File: config.mk
export PLATFORM = sky130hd
export DESIGN_NAME = audio_rate_converter_dda_unit_flat
export DESIGN_NICKNAME = d
export VERILOG_FILES = /design/src/hw/rtl/arcdda_pkg.sv /design/src/hw/rtl/arcdda_if.sv /design/src/hw/rtl/audio_rate_converter_dda_unit.sv /design/src/hw/rtl/arcdda_div.sv /design/src/hw/rtl/arcdda_ctrl.sv /design/src/flat_wrapper.sv
export SDC_FILE = /design/constraint.sdc
export NUM_CORES = 2
export LEC_CHECK = 0
export BUFFER_PORTS_ARGS = -buffer_cell sky130_fd_sc_hd__buf_2
export CELL_PAD_IN_SITES_DETAIL_PLACEMENT = 1
export CELL_PAD_IN_SITES_GLOBAL_PLACEMENT = 1
export CORE_UTILIZATION = 51
export DETAILED_ROUTE_END_ITERATION = 10
export GPL_TIMING_DRIVEN = 0
export PLACE_DENSITY_LB_ADDON = 0.1
export SLEW_MARGIN = 20
export SYNTH_ARGS = -nofsm -noshare
export SYNTH_HDL_FRONTEND = slang
export SYNTH_SLANG_ARGS = --single-unit
File: constraint.sdc
create_clock -name clk -period 8 [get_ports clk]
set_clock_uncertainty 0.2 [all_clocks]
set_input_delay 1.2 -clock clk [delete_from_list [all_inputs] [get_ports clk]]
set_output_delay 1.2 -clock clk [all_outputs]
set_load 0.05 [all_outputs]
File: src/hw/rtl/arcdda_pkg.sv
package arcdda_pkg;

  localparam int FRAME_W = 32;
  localparam int RATE_W = 16;
  localparam int BYTES_W = 17;
  localparam int SRC_IDX_W = 15;
  localparam int OUT_IDX_W = 18;
  localparam int DIVISOR_W = OUT_IDX_W + 1;
  localparam int PROD_W = RATE_W + BYTES_W;
  localparam int CFG_IDX_W = 2;
  localparam int CFG_DATA_W = BYTES_W;

  localparam int FRACTION_BITS_DEFAULT = 18;
  localparam int MAX_RESULTS = 32;
  localparam int COUNT_W = $clog2(MAX_RESULTS + 1);

  localparam logic [OUT_IDX_W-1:0] TF_MAX = {OUT_IDX_W{1'b1}};

  localparam logic [RATE_W-1:0] SOURCE_RATE_RESET = RATE_W'(8000);
  localparam logic [RATE_W-1:0] TARGET_RATE_RESET = RATE_W'(8000);
  localparam logic [BYTES_W-1:0] BLOCK_BYTES_RESET = BYTES_W'(4096);

  localparam logic [CFG_IDX_W-1:0] REG_SOURCE_RATE = CFG_IDX_W'(0);
  localparam logic [CFG_IDX_W-1:0] REG_TARGET_RATE = CFG_IDX_W'(1);
  localparam logic [CFG_IDX_W-1:0] REG_BLOCK_BYTES = CFG_IDX_W'(2);

  typedef enum logic [1:0] {
    MODE_EQUAL,
    MODE_DOWN,
    MODE_UP
  } mode_t;

  typedef enum logic [3:0] {
    ST_IDLE,
    ST_BYTES_GO,
    ST_BYTES_WAIT,
    ST_STEP_GO,
    ST_STEP_WAIT,
    ST_DISPATCH,
    ST_EQUAL,
    ST_DOWN,
    ST_UP_PREV,
    ST_UP_LAST,
    ST_DONE
  } state_t;

  typedef struct packed {
    logic [RATE_W-1:0]  source_rate;
    logic [RATE_W-1:0]  target_rate;
    logic [BYTES_W-1:0] block_bytes;
  } cfg_t;

  typedef struct packed {
    logic [FRAME_W-1:0] frame;
    logic               run_last;
    logic               block_end;
  } res_t;

  // Width of the shared divider: wide enough for the byte-count product and
  // for the scaled frame counts of the step division.
  function automatic int div_width(input int fraction_bits);
    int w;
    w = fraction_bits + OUT_IDX_W + 2;
    if (w < PROD_W) begin
      w = PROD_W;
    end
    return w;
  endfunction

endpackage

File: src/hw/rtl/arcdda_if.sv
interface arcdda_in_if import arcdda_pkg::*; ();
  logic               valid;
  logic               ready;
  logic [FRAME_W-1:0] in_frame;

  modport source (output valid, output in_frame, input ready);
  modport sink (input valid, input in_frame, output ready);
endinterface

interface arcdda_out_if import arcdda_pkg::*; ();
  logic               valid;
  logic               ready;
  logic [FRAME_W-1:0] out_frame;
  logic               run_last;
  logic               block_end;

  modport source (output valid, output out_frame, output run_last, output block_end,
                  input ready);
  modport sink (input valid, input out_frame, input run_last, input block_end,
                output ready);
endinterface

File: src/hw/rtl/audio_rate_converter_dda_unit.sv
// Nearest-neighbor sample rate converter for blocks of packed stereo frames.
// Frames enter on the frames channel, one request per 32-bit frame, and a block
// is block_bytes/4 frames long. Each request yields zero or more requests on
// the resampled channel, at most 32; run_last marks the last of them and
// block_end marks output frame number target_frames-1 of the block.
// The three registers are written through cfg_we/cfg_index/cfg_data and
// are sampled in ST_BYTES_GO, after the first frame of a block is taken.
// The first frame of a block also runs the byte-count division and, unless the
// rates are equal or a downsampled block has no output due, the step division
// on the shared restoring divider, one quotient bit per cycle; the divider is
// DW = max(33, FRACTION_BITS+20) bits wide. frames.ready is high only while the
// sequencer is idle, so one frame is in flight at a time.
// Results pass through a one-entry output register; when the receiver stalls,
// the sequencer waits on it and no result is lost.
// Reset (synchronous, active high) returns the registers to 8000 Hz, 8000 Hz
// and 4096 bytes, clears the output register and starts a new block with the
// next frame.
module audio_rate_converter_dda_unit import arcdda_pkg::*; #(
  parameter int FRACTION_BITS = FRACTION_BITS_DEFAULT
) (
  input  logic                  clk,
  input  logic                  rst,
  input  logic                  cfg_we,
  input  logic [CFG_IDX_W-1:0]  cfg_index,
  input  logic [CFG_DATA_W-1:0] cfg_data,
  arcdda_in_if.sink             frames,
  arcdda_out_if.source          resampled
);

  localparam int DW = div_width(FRACTION_BITS);

  cfg_t cfg;
  res_t result;
  res_t out_q;
  logic out_valid;
  logic out_free;
  logic emit;
  logic div_start;
  logic div_done;
  logic [DW-1:0] div_dividend;
  logic [DW-1:0] div_quotient;
  logic [DIVISOR_W-1:0] div_divisor;

  always_ff @(posedge clk) begin
    if (rst) begin
      cfg.source_rate <= SOURCE_RATE_RESET;
      cfg.target_rate <= TARGET_RATE_RESET;
      cfg.block_bytes <= BLOCK_BYTES_RESET;
    end else if (cfg_we) begin
      case (cfg_index)
        REG_SOURCE_RATE: cfg.source_rate <= cfg_data[RATE_W-1:0];
        REG_TARGET_RATE: cfg.target_rate <= cfg_data[RATE_W-1:0];
        REG_BLOCK_BYTES: cfg.block_bytes <= cfg_data[BYTES_W-1:0];
        default: cfg <= cfg;
      endcase
    end
  end

  assign out_free = !out_valid || resampled.ready;

  always_ff @(posedge clk) begin
    if (rst) begin
      out_valid <= 1'b0;
    end else if (emit) begin
      out_valid <= 1'b1;
    end else if (resampled.ready) begin
      out_valid <= 1'b0;
    end
  end

  always_ff @(posedge clk) begin
    if (emit) begin
      out_q <= result;
    end
  end

  assign resampled.valid = out_valid;
  assign resampled.out_frame = out_q.frame;
  assign resampled.run_last = out_q.run_last;
  assign resampled.block_end = out_q.block_end;

  arcdda_div #(
    .DW(DW),
    .DVW(DIVISOR_W)
  ) u_div (
    .clk(clk),
    .rst(rst),
    .start(div_start),
    .dividend(div_dividend),
    .divisor(div_divisor),
    .done(div_done),
    .quotient(div_quotient)
  );

  arcdda_ctrl #(
    .FRACTION_BITS(FRACTION_BITS)
  ) u_ctrl (
    .clk(clk),
    .rst(rst),
    .cfg(cfg),
    .in_valid(frames.valid),
    .in_frame(frames.in_frame),
    .in_ready(frames.ready),
    .out_free(out_free),
    .emit(emit),
    .result(result),
    .div_start(div_start),
    .div_dividend(div_dividend),
    .div_divisor(div_divisor),
    .div_done(div_done),
    .div_quotient(div_quotient)
  );

`ifndef NO_ASSERTIONS
  // A new result never lands on one the receiver has not taken.
  assert property (@(posedge clk) disable iff (rst)
    emit |-> (!out_valid || resampled.ready))
    else $error("result register overwritten");

  // Taking a frame makes the sequencer busy on the next cycle.
  assert property (@(posedge clk) disable iff (rst)
    (frames.valid && frames.ready) |=> !frames.ready)
    else $error("frame accepted while busy");

  // The final frame of a block is always the last result of its request.
  assert property (@(posedge clk) disable iff (rst)
    (resampled.valid && resampled.block_end) |-> resampled.run_last)
    else $error("block end without run end");
`endif

endmodule

File: src/hw/rtl/arcdda_div.sv
module arcdda_div import arcdda_pkg::*; #(
  parameter int DW = PROD_W,
  parameter int DVW = DIVISOR_W
) (
  input  logic           clk,
  input  logic           rst,
  input  logic           start,
  input  logic [DW-1:0]  dividend,
  input  logic [DVW-1:0] divisor,
  output logic           done,
  output logic [DW-1:0]  quotient
);

  localparam int CW = $clog2(DW + 1);

  logic           busy;
  logic [CW-1:0]  count;
  logic [DVW-1:0] rem;
  logic [DVW-1:0] div_q;
  logic [DW-1:0]  quo;
  logic [DVW:0]   shifted;
  logic           fits;

  // Restoring division, one quotient bit per cycle.
  assign shifted = {rem, quo[DW-1]};
  assign fits = shifted >= {1'b0, div_q};
  assign quotient = quo;

  always_ff @(posedge clk) begin
    if (rst) begin
      busy <= 1'b0;
      done <= 1'b0;
      count <= '0;
    end else begin
      done <= 1'b0;
      if (start) begin
        busy <= 1'b1;
        count <= CW'(DW);
      end else if (busy) begin
        count <= count - CW'(1);
        if (count == CW'(1)) begin
          busy <= 1'b0;
          done <= 1'b1;
        end
      end
    end
  end

  always_ff @(posedge clk) begin
    if (start) begin
      quo <= dividend;
      rem <= '0;
      div_q <= divisor;
    end else if (busy) begin
      if (fits) begin
        rem <= DVW'(shifted - {1'b0, div_q});
      end else begin
        rem <= shifted[DVW-1:0];
      end
      quo <= {quo[DW-2:0], fits};
    end
  end

endmodule

File: src/hw/rtl/arcdda_ctrl.sv
module arcdda_ctrl import arcdda_pkg::*; #(
  parameter int FRACTION_BITS = FRACTION_BITS_DEFAULT
) (
  input  logic                                   clk,
  input  logic                                   rst,
  input  cfg_t                                   cfg,
  input  logic                                   in_valid,
  input  logic [FRAME_W-1:0]                     in_frame,
  output logic                                   in_ready,
  input  logic                                   out_free,
  output logic                                   emit,
  output res_t                                   result,
  output logic                                   div_start,
  output logic [div_width(FRACTION_BITS)-1:0]    div_dividend,
  output logic [DIVISOR_W-1:0]                   div_divisor,
  input  logic                                   div_done,
  input  logic [div_width(FRACTION_BITS)-1:0]    div_quotient
);

  localparam int DW = div_width(FRACTION_BITS);
  localparam int PW = DW - FRACTION_BITS;
  localparam int SI1_W = SRC_IDX_W + 1;
  localparam int OI1_W = OUT_IDX_W + 1;
  localparam logic [DW-1:0] ACC_INIT =
    DW'(((64'd1 << FRACTION_BITS) - 64'd1) >> 1);

  state_t state, state_next;
  mode_t  mode;

  logic [FRAME_W-1:0]   frame_q;
  logic [FRAME_W-1:0]   prev_frame;
  logic [SRC_IDX_W-1:0] src_idx;
  logic [SRC_IDX_W-1:0] src_frames;
  logic [OUT_IDX_W-1:0] out_idx;
  logic [OUT_IDX_W-1:0] target_frames;
  logic [OUT_IDX_W-1:0] fill_to;
  logic [DW-1:0]        acc;
  logic [DW-1:0]        step;
  logic [COUNT_W-1:0]   n_out;

  logic [PROD_W-1:0]    product;
  logic [DIVISOR_W-1:0] src_divisor;
  logic [DW:0]          bytes_up;
  logic [DW-2:0]        quarter;
  logic [OUT_IDX_W-1:0] tc_calc;
  logic [SRC_IDX_W-1:0] sc_calc;
  mode_t                mode_calc;
  logic                 need_div;
  logic [DW-1:0]        step_dividend;
  logic [DIVISOR_W-1:0] step_divisor;

  logic [DW-1:0]        acc_sum;
  logic [PW-1:0]        acc_pos;
  logic [PW-1:0]        sum_pos;
  logic [PW-1:0]        si_ext;
  logic [OI1_W-1:0]     oi_inc;
  logic                 last;
  logic                 oi_lt_tc;
  logic                 oi_lt_fill;
  logic                 more_after;
  logic                 more_fill;
  logic                 capped;
  logic                 near_cap;
  logic                 down_cond;
  logic                 down_next;

  // Block-start arithmetic.
  assign product = PROD_W'(cfg.target_rate) * PROD_W'(cfg.block_bytes);
  assign src_divisor = (cfg.source_rate == '0) ? DIVISOR_W'(1)
                                                : DIVISOR_W'(cfg.source_rate);
  assign sc_calc = (cfg.block_bytes[BYTES_W-1:2] == '0) ? SRC_IDX_W'(1)
                                                         : cfg.block_bytes[BYTES_W-1:2];
  assign bytes_up = {1'b0, div_quotient} + (DW+1)'(3);
  assign quarter = bytes_up[DW:2];
  assign tc_calc = (quarter > (DW-1)'(TF_MAX)) ? TF_MAX : quarter[OUT_IDX_W-1:0];

  always_comb begin
    if (cfg.target_rate < cfg.source_rate) begin
      mode_calc = MODE_DOWN;
    end else if (cfg.target_rate > cfg.source_rate) begin
      mode_calc = MODE_UP;
    end else begin
      mode_calc = MODE_EQUAL;
    end
  end

  always_comb begin
    if (mode == MODE_DOWN) begin
      step_dividend = (DW'(src_frames) << (FRACTION_BITS + 1)) + DW'(target_frames);
      step_divisor = {target_frames, 1'b0};
      need_div = (target_frames != '0);
    end else begin
      step_dividend = (DW'(target_frames) << (FRACTION_BITS + 1)) + DW'(src_frames);
      step_divisor = DIVISOR_W'({src_frames, 1'b0});
      need_div = (mode == MODE_UP);
    end
  end

  // Per-output conditions.
  assign acc_sum = acc + step;
  assign acc_pos = acc[DW-1:FRACTION_BITS];
  assign sum_pos = acc_sum[DW-1:FRACTION_BITS];
  assign si_ext = PW'(src_idx);
  assign oi_inc = {1'b0, out_idx} + OI1_W'(1);
  assign last = ({1'b0, src_idx} + SI1_W'(1)) >= {1'b0, src_frames};
  assign oi_lt_tc = out_idx < target_frames;
  assign oi_lt_fill = out_idx < fill_to;
  assign more_after = oi_inc < {1'b0, target_frames};
  assign more_fill = oi_inc < {1'b0, fill_to};
  assign capped = n_out == COUNT_W'(MAX_RESULTS);
  assign near_cap = n_out == COUNT_W'(MAX_RESULTS - 1);
  assign down_cond = oi_lt_tc && (last || acc_pos <= si_ext);
  assign down_next = more_after && (last || sum_pos <= si_ext);

  always_comb begin
    state_next = state;
    case (state)
      ST_IDLE: begin
        if (in_valid) begin
          state_next = (src_idx == '0) ? ST_BYTES_GO : ST_DISPATCH;
        end
      end
      ST_BYTES_GO: state_next = ST_BYTES_WAIT;
      ST_BYTES_WAIT: begin
        if (div_done) begin
          state_next = ST_STEP_GO;
        end
      end
      ST_STEP_GO: state_next = need_div ? ST_STEP_WAIT : ST_DISPATCH;
      ST_STEP_WAIT: begin
        if (div_done) begin
          state_next = ST_DISPATCH;
        end
      end
      ST_DISPATCH: begin
        case (mode)
          MODE_EQUAL: state_next = ST_EQUAL;
          MODE_DOWN:  state_next = ST_DOWN;
          MODE_UP:    state_next = ST_UP_PREV;
          default:    state_next = ST_DONE;
        endcase
      end
      ST_EQUAL: begin
        if (!oi_lt_tc || out_free) begin
          state_next = ST_DONE;
        end
      end
      ST_DOWN: begin
        if (!down_cond) begin
          state_next = ST_DONE;
        end
      end
      ST_UP_PREV: begin
        if (!oi_lt_fill) begin
          state_next = last ? ST_UP_LAST : ST_DONE;
        end
      end
      ST_UP_LAST: begin
        if (!oi_lt_tc) begin
          state_next = ST_DONE;
        end
      end
      ST_DONE: state_next = ST_IDLE;
      default: state_next = ST_IDLE;
    endcase
  end

  always_comb begin
    in_ready = 1'b0;
    emit = 1'b0;
    result.frame = frame_q;
    result.run_last = 1'b1;
    result.block_end = (oi_inc == {1'b0, target_frames});
    div_start = 1'b0;
    div_dividend = DW'(product);
    div_divisor = src_divisor;
    case (state)
      ST_IDLE: in_ready = 1'b1;
      ST_BYTES_GO: div_start = 1'b1;
      ST_STEP_GO: begin
        div_start = need_div;
        div_dividend = step_dividend;
        div_divisor = step_divisor;
      end
      ST_EQUAL: emit = oi_lt_tc && out_free;
      ST_DOWN: begin
        emit = down_cond && !capped && out_free;
        result.run_last = near_cap || !down_next;
      end
      ST_UP_PREV: begin
        emit = oi_lt_fill && !capped && out_free;
        result.frame = prev_frame;
        result.run_last = near_cap || (!more_fill && !(last && more_after));
      end
      ST_UP_LAST: begin
        emit = oi_lt_tc && !capped && out_free;
        result.run_last = near_cap || !more_after;
      end
      default: begin
        emit = 1'b0;
      end
    endcase
  end

  always_ff @(posedge clk) begin
    if (rst) begin
      state <= ST_IDLE;
      src_idx <= '0;
      prev_frame <= '0;
    end else begin
      state <= state_next;
      if (state == ST_DONE) begin
        prev_frame <= frame_q;
        src_idx <= last ? '0 : src_idx + SRC_IDX_W'(1);
      end
    end
  end

  always_ff @(posedge clk) begin
    if (emit) begin
      n_out <= n_out + COUNT_W'(1);
    end
    case (state)
      ST_IDLE: begin
        frame_q <= in_frame;
        n_out <= '0;
      end
      ST_BYTES_GO: begin
        src_frames <= sc_calc;
        mode <= mode_calc;
      end
      ST_BYTES_WAIT: begin
        if (div_done) begin
          target_frames <= (mode == MODE_EQUAL) ? OUT_IDX_W'(src_frames) : tc_calc;
        end
      end
      ST_STEP_GO: begin
        if (!need_div) begin
          step <= '0;
        end
        acc <= ACC_INIT;
        out_idx <= '0;
      end
      ST_STEP_WAIT: begin
        if (div_done) begin
          step <= div_quotient;
        end
      end
      ST_DISPATCH: begin
        fill_to <= (acc_pos > PW'(target_frames)) ? target_frames
                                                  : acc_pos[OUT_IDX_W-1:0];
      end
      ST_EQUAL: begin
        if (emit) begin
          out_idx <= oi_inc[OUT_IDX_W-1:0];
        end
      end
      ST_DOWN: begin
        if (down_cond && (capped || out_free)) begin
          // Past the result limit on the last frame, the position no longer matters.
          if (capped && last) begin
            out_idx <= target_frames;
          end else begin
            acc <= acc_sum;
            out_idx <= oi_inc[OUT_IDX_W-1:0];
          end
        end
      end
      ST_UP_PREV: begin
        if (oi_lt_fill) begin
          if (capped) begin
            out_idx <= fill_to;
          end else if (out_free) begin
            out_idx <= oi_inc[OUT_IDX_W-1:0];
          end
        end else begin
          acc <= acc_sum;
        end
      end
      ST_UP_LAST: begin
        if (oi_lt_tc) begin
          if (capped) begin
            out_idx <= target_frames;
          end else if (out_free) begin
            out_idx <= oi_inc[OUT_IDX_W-1:0];
          end
        end
      end
      default: begin
        acc <= acc;
      end
    endcase
  end

endmodule
File: src/flat_wrapper.sv
// flat-port wrapper written by rule: the top's interface ports become plain ports
module audio_rate_converter_dda_unit_flat import arcdda_pkg::*;
#(
  parameter int FRACTION_BITS = FRACTION_BITS_DEFAULT
)
  (clk, rst, cfg_we, cfg_index, cfg_data, frames_valid, frames_in_frame, frames_ready, resampled_valid, resampled_out_frame, resampled_run_last, resampled_block_end, resampled_ready);
  arcdda_in_if frames_i ();
  arcdda_out_if resampled_i ();
  input  logic clk;
  input  logic rst;
  input  logic cfg_we;
  input  logic [CFG_IDX_W-1:0] cfg_index;
  input  logic [CFG_DATA_W-1:0] cfg_data;
  input wire logic [$bits(frames_i.valid)-1:0] frames_valid;
  input wire logic [$bits(frames_i.in_frame)-1:0] frames_in_frame;
  output wire logic [$bits(frames_i.ready)-1:0] frames_ready;
  output wire logic [$bits(resampled_i.valid)-1:0] resampled_valid;
  output wire logic [$bits(resampled_i.out_frame)-1:0] resampled_out_frame;
  output wire logic [$bits(resampled_i.run_last)-1:0] resampled_run_last;
  output wire logic [$bits(resampled_i.block_end)-1:0] resampled_block_end;
  input wire logic [$bits(resampled_i.ready)-1:0] resampled_ready;
  assign frames_i.valid = frames_valid;
  assign frames_i.in_frame = frames_in_frame;
  assign frames_ready = frames_i.ready;
  assign resampled_valid = resampled_i.valid;
  assign resampled_out_frame = resampled_i.out_frame;
  assign resampled_run_last = resampled_i.run_last;
  assign resampled_block_end = resampled_i.block_end;
  assign resampled_i.ready = resampled_ready;
  audio_rate_converter_dda_unit #(.FRACTION_BITS(FRACTION_BITS)) u_core (.clk(clk), .rst(rst), .cfg_we(cfg_we), .cfg_index(cfg_index), .cfg_data(cfg_data), .frames(frames_i), .resampled(resampled_i));
endmodule
==> impl_metrics.env <==
export IMPL_cpPeakStageDelay_ps=550
export IMPL_layout_setup_ws_ps=251
export IMPL_finalCritPeriodShare_pct=96.9
export IMPL_r2r_start="u_core.cfg[12]"
export IMPL_cts_buffers=46
export IMPL_highest_layer="met5"
export IMPL_die_w_um=257
export IMPL_wl_met3_um=6360
export IMPL_pre_cts_slack_ps=-209
export IMPL_syn_area_mm2=0.0332
export IMPL_dp_hpwl_um=96400
export IMPL_worst_setup_path_end_kind="flip-flop"
export IMPL_synth_seq_cells=404
export IMPL_startpoint_type="flip-flop"
export IMPL_core_area_mm2=0.0643
export IMPL_routed_wl_met2_um=60400
export IMPL_drv_cap=0
export IMPL_path_class="reg -> reg"
export IMPL_critPathLaunch="u_core.cfg[12]"
export IMPL_grt_max_degree=36
export IMPL_synthToLayoutAreaGrowth_pct=9.91
export IMPL_grt_pass1_vias=30145
export IMPL_synthArstFlopShare_pct=0
export IMPL_crit_slowest_cell="fa_1"
export IMPL_wirelength_um=121000
export IMPL_synthTopCellsByArea="edfxtp_1 (24%), fa_1 (13%), ha_1 (12%)"
export IMPL_synth_nets=4158
export IMPL_fmax_mhz=129
export IMPL_reg2reg_slack_ps=250
export IMPL_crit_path_end="u_core.u_div.quotient[32]"
export IMPL_reg2regPathDepth=23
export IMPL_place_port_buffers=90
export IMPL_ys_types=84
export IMPL_synth_ff_type="edfxtp_1"
export IMPL_clk_path_buf_depth=3
export IMPL_met1_length_um=47700
export IMPL_grt_pass1_wl_um=183000
export IMPL_crit_fanout=10
export IMPL_drive_above_1_share_pct=7.87
export IMPL_maxSlewHeadroom_pct=28.1
export IMPL_total_power_uw=9130
export IMPL_layout_common_cells="nand2_1 (450), inv_1 (381), ha_1 (317)"
export IMPL_hold_buffers=0
export IMPL_initial_core_util_pct=51.6
export IMPL_cts_tree="done"
export IMPL_finalCriticalPeriod_ps=7750
export IMPL_synth_edf_count=270
export IMPL_powerDensity_mw_per_mm2=250
export IMPL_layout_commonest_cell="nand2_1"
export IMPL_clkLatencyLatePin_ps=610
export IMPL_postPlaceCellArea_mm2=0.0349
export IMPL_critPathRequiredTime_ps=8100
export IMPL_hold_violations=0
export IMPL_path_depth=23
export IMPL_firstDrtPassIters=9
export IMPL_design_area_mm2=0.0365
export IMPL_drt_iter0_drc=2179
export IMPL_antenna_found_initial=2
export IMPL_synth_top_area_share_pct=24.4
export IMPL_arrival_ps=7840
export IMPL_fillers=7397
export IMPL_seq_area_frac_synth_pct=32.5
export IMPL_maxSlewViolCount=0
export IMPL_cts_root_buf="clkbuf_16"
export IMPL_vias=28254
export IMPL_worst_path_buf_inv=5
export IMPL_postCtsSetupRepairBufs=0
export IMPL_yosys_area_top_type="edfxtp_1"
export IMPL_wire_per_inst_um=26.3
export IMPL_synthCells=3575
export IMPL_violations="design-rule violations"
export IMPL_setup_viol=0
export IMPL_ant_nets=0
export IMPL_cts_resized=6
export IMPL_htree_levels=2
export IMPL_synth_area_per_cell_um2=9.29
export IMPL_vdd_drop_max_v=0.000170
export IMPL_min_path_type="reg -> reg"
export IMPL_p_leak_uw=0.0155
export IMPL_grt_usage_pct=36.5
export IMPL_gp_congestion=0.960
export IMPL_worst_slew_pin_transition_ps=1080
export IMPL_viasPerCell=6.13
export IMPL_status="complete, but fails checks"
export IMPL_path_delay_family="adder cells"
export IMPL_die_y_um=257
export IMPL_drc=4
export IMPL_synth_warning_count=0
export IMPL_rsz0062_at_grt="no"
export IMPL_path_clk_slew_ps=60
export IMPL_crit_top_cell="fa_1"
export IMPL_rows=93
export IMPL_grt_overflow=0
export IMPL_cp_cell_sequence="clkbuf_1 > clkbuf_2 > nand2_1 > fa_1 > fa_1 > fa_1 > inv_1 > fa_1 > fa_1 > inv_1 > fa_1 > inv_1 > ha_1 > a21o_1 > a21o_1 > a21oi_1 > o21a_1 > o31ai_2 > a211oi_1 > o31ai_1 > a21oi_1 > xnor2_1 > o21ai_0"
export IMPL_nets=4295
export IMPL_ios=92
export IMPL_worstReg2RegEnd="u_core.u_div.quotient[32]"
export IMPL_clock_sinks=404
export IMPL_die_area_mm2=0.0661
-- power by group --
part	total [uW]	switching (uW)	internal, uW
registers	3320	488	2840
clock network	2240	939	1300
logic	3570	2290	1270
total	9130	3720	5410
-- synth_stat cells, types with 8 or more instances --
library cell,number
inv_1,383
or3_1,8
fa_1,210
a21o_1,75
mux2i_1,22
nor2b_1,40
o21bai_1,12
or2_2,9
buf_2,8
dfxtp_1,134
o31ai_1,17
nand2_1,450
xor2_1,45
a22oi_1,19
edfxtp_1,270
a21oi_1,270
and3_1,58
nand3b_1,11
a211o_1,13
o221ai_1,18
and2_1,144
buf_1,10
mux2_2,51
nor2_1,180
o2111ai_1,8
o21a_1,25
o211ai_1,14
a31oi_1,29
nand2b_1,21
and4_1,13
clkbuf_1,161
nand4_1,32
a211oi_1,28
o22ai_1,11
ha_1,317
o21ai_0,147
or4_1,8
nor3b_1,8
nand3_1,54
nor3_1,58
nor4_1,19
xnor2_1,78
-- sequential cells by signal (all words and copies together) (netlist names), 6 cells and up --
name,cells
u_core.u_ctrl.src_idx,15
u_core.u_div.count,6
u_core.u_ctrl.src_frames,15
u_core.u_div.rem,19
u_core.u_ctrl.out_idx,18
u_core.u_ctrl.step,38
u_core.u_ctrl.fill_to,18
u_core.u_ctrl.frame_q,32
u_core.u_ctrl.target_frames,18
u_core.u_div.div_q,19
u_core.u_div.quotient,38
u_core.u_ctrl.n_out,6
u_core.resampled.out_frame,32
u_core.cfg,49
u_core.u_ctrl.prev_frame,32
u_core.u_ctrl.acc,38
-- cell type report --
class | instances | area (um^2) | share of cell area, %
Clock buffer | 66 | 1340 | 3.67
Antenna cell | 2 | 5.00 | 0.0137
Clock inverter | 20 | 234 | 0.641
Tap cell | 855 | 1070 | 2.93
Sequential cell | 404 | 10800 | 29.6
Inverter | 384 | 1440 | 3.95
Buffer | 173 | 698 | 1.91
Multi-Input combinational cell | 2605 | 20300 | 55.7
Timing Repair Buffer | 98 | 591 | 1.62
-- cells by family (layout without fill, tap and decap cells) --
group,Yosys count,count (layout),share of synthesized area [%]
simple gates,1133,1133,16.7
fa+ha+maj,527,527,24.6
mux,73,73,2.39
other cells,0,2,0
compound gates,749,749,14.1
buf+inv,566,741,6.47
flops,404,404,32.5
xor+xnor,123,123,3.24
-- metal layers --
metal | up-vias | track usage (%)
met2 | 916 | 65.0
met1 | 14362 | 43.4
met5 | - | 0
met3 | 338 | 4.66
li1 | 12636 | -
met4 | 2 | 17.6
-- how the worst min path moves through the flow --
| stage | end | cells past startpoint | from | slack, ps |
|---|---|---|---|---|
| 2_1_floorplan | u_core.u_ctrl.prev_frame[0] | 2 | u_core.u_ctrl.prev_frame[0] | 230 |
| 3_3_place_gp | u_core.u_ctrl.prev_frame[0] | 2 | u_core.u_ctrl.prev_frame[0] | 240 |
| 3_5_place_dp | u_core.u_ctrl.prev_frame[1] | 2 | u_core.u_ctrl.prev_frame[1] | 250 |
| 4_1_cts | u_core.u_ctrl.prev_frame[1] | 2 | u_core.u_ctrl.prev_frame[1] | 260 |
| 5_1_grt | u_core.u_ctrl.prev_frame[25] | 2 | u_core.u_ctrl.prev_frame[25] | 280 |
| 6_report | u_core.u_ctrl.prev_frame[1] | 2 | u_core.u_ctrl.prev_frame[1] | 260 |
-- metrics by stage --
stage | std cells | setup TNS [ps] | hold WS [ps] | util, %
after floorplan | 3575 | 0 | 233 | -
after global placement | 4520 | -40920 | 238 | 54.0
after detailed placement | 4528 | -270 | 248 | 54.3
after CTS | 4606 | 0 | 256 | 56.7
after global routing | 4606 | 0 | 283 | 56.7
final | 4607 | 0 | 258 | 56.7
-- worst reg2reg max path: stages, from the launching register on --
cell	delay, ps
dfxtp_1	310
clkbuf_1	520
clkbuf_2	510
nand2_1	140
fa_1	530
fa_1	460
fa_1	520
inv_1	50
fa_1	470
fa_1	550
inv_1	60
fa_1	530
inv_1	40
ha_1	370
a21o_1	210
a21o_1	200
a21oi_1	340
o21a_1	190
o31ai_2	120
a211oi_1	340
o31ai_1	100
a21oi_1	190
xnor2_1	290
o21ai_0	190
(Power assumes the default switching activity.)
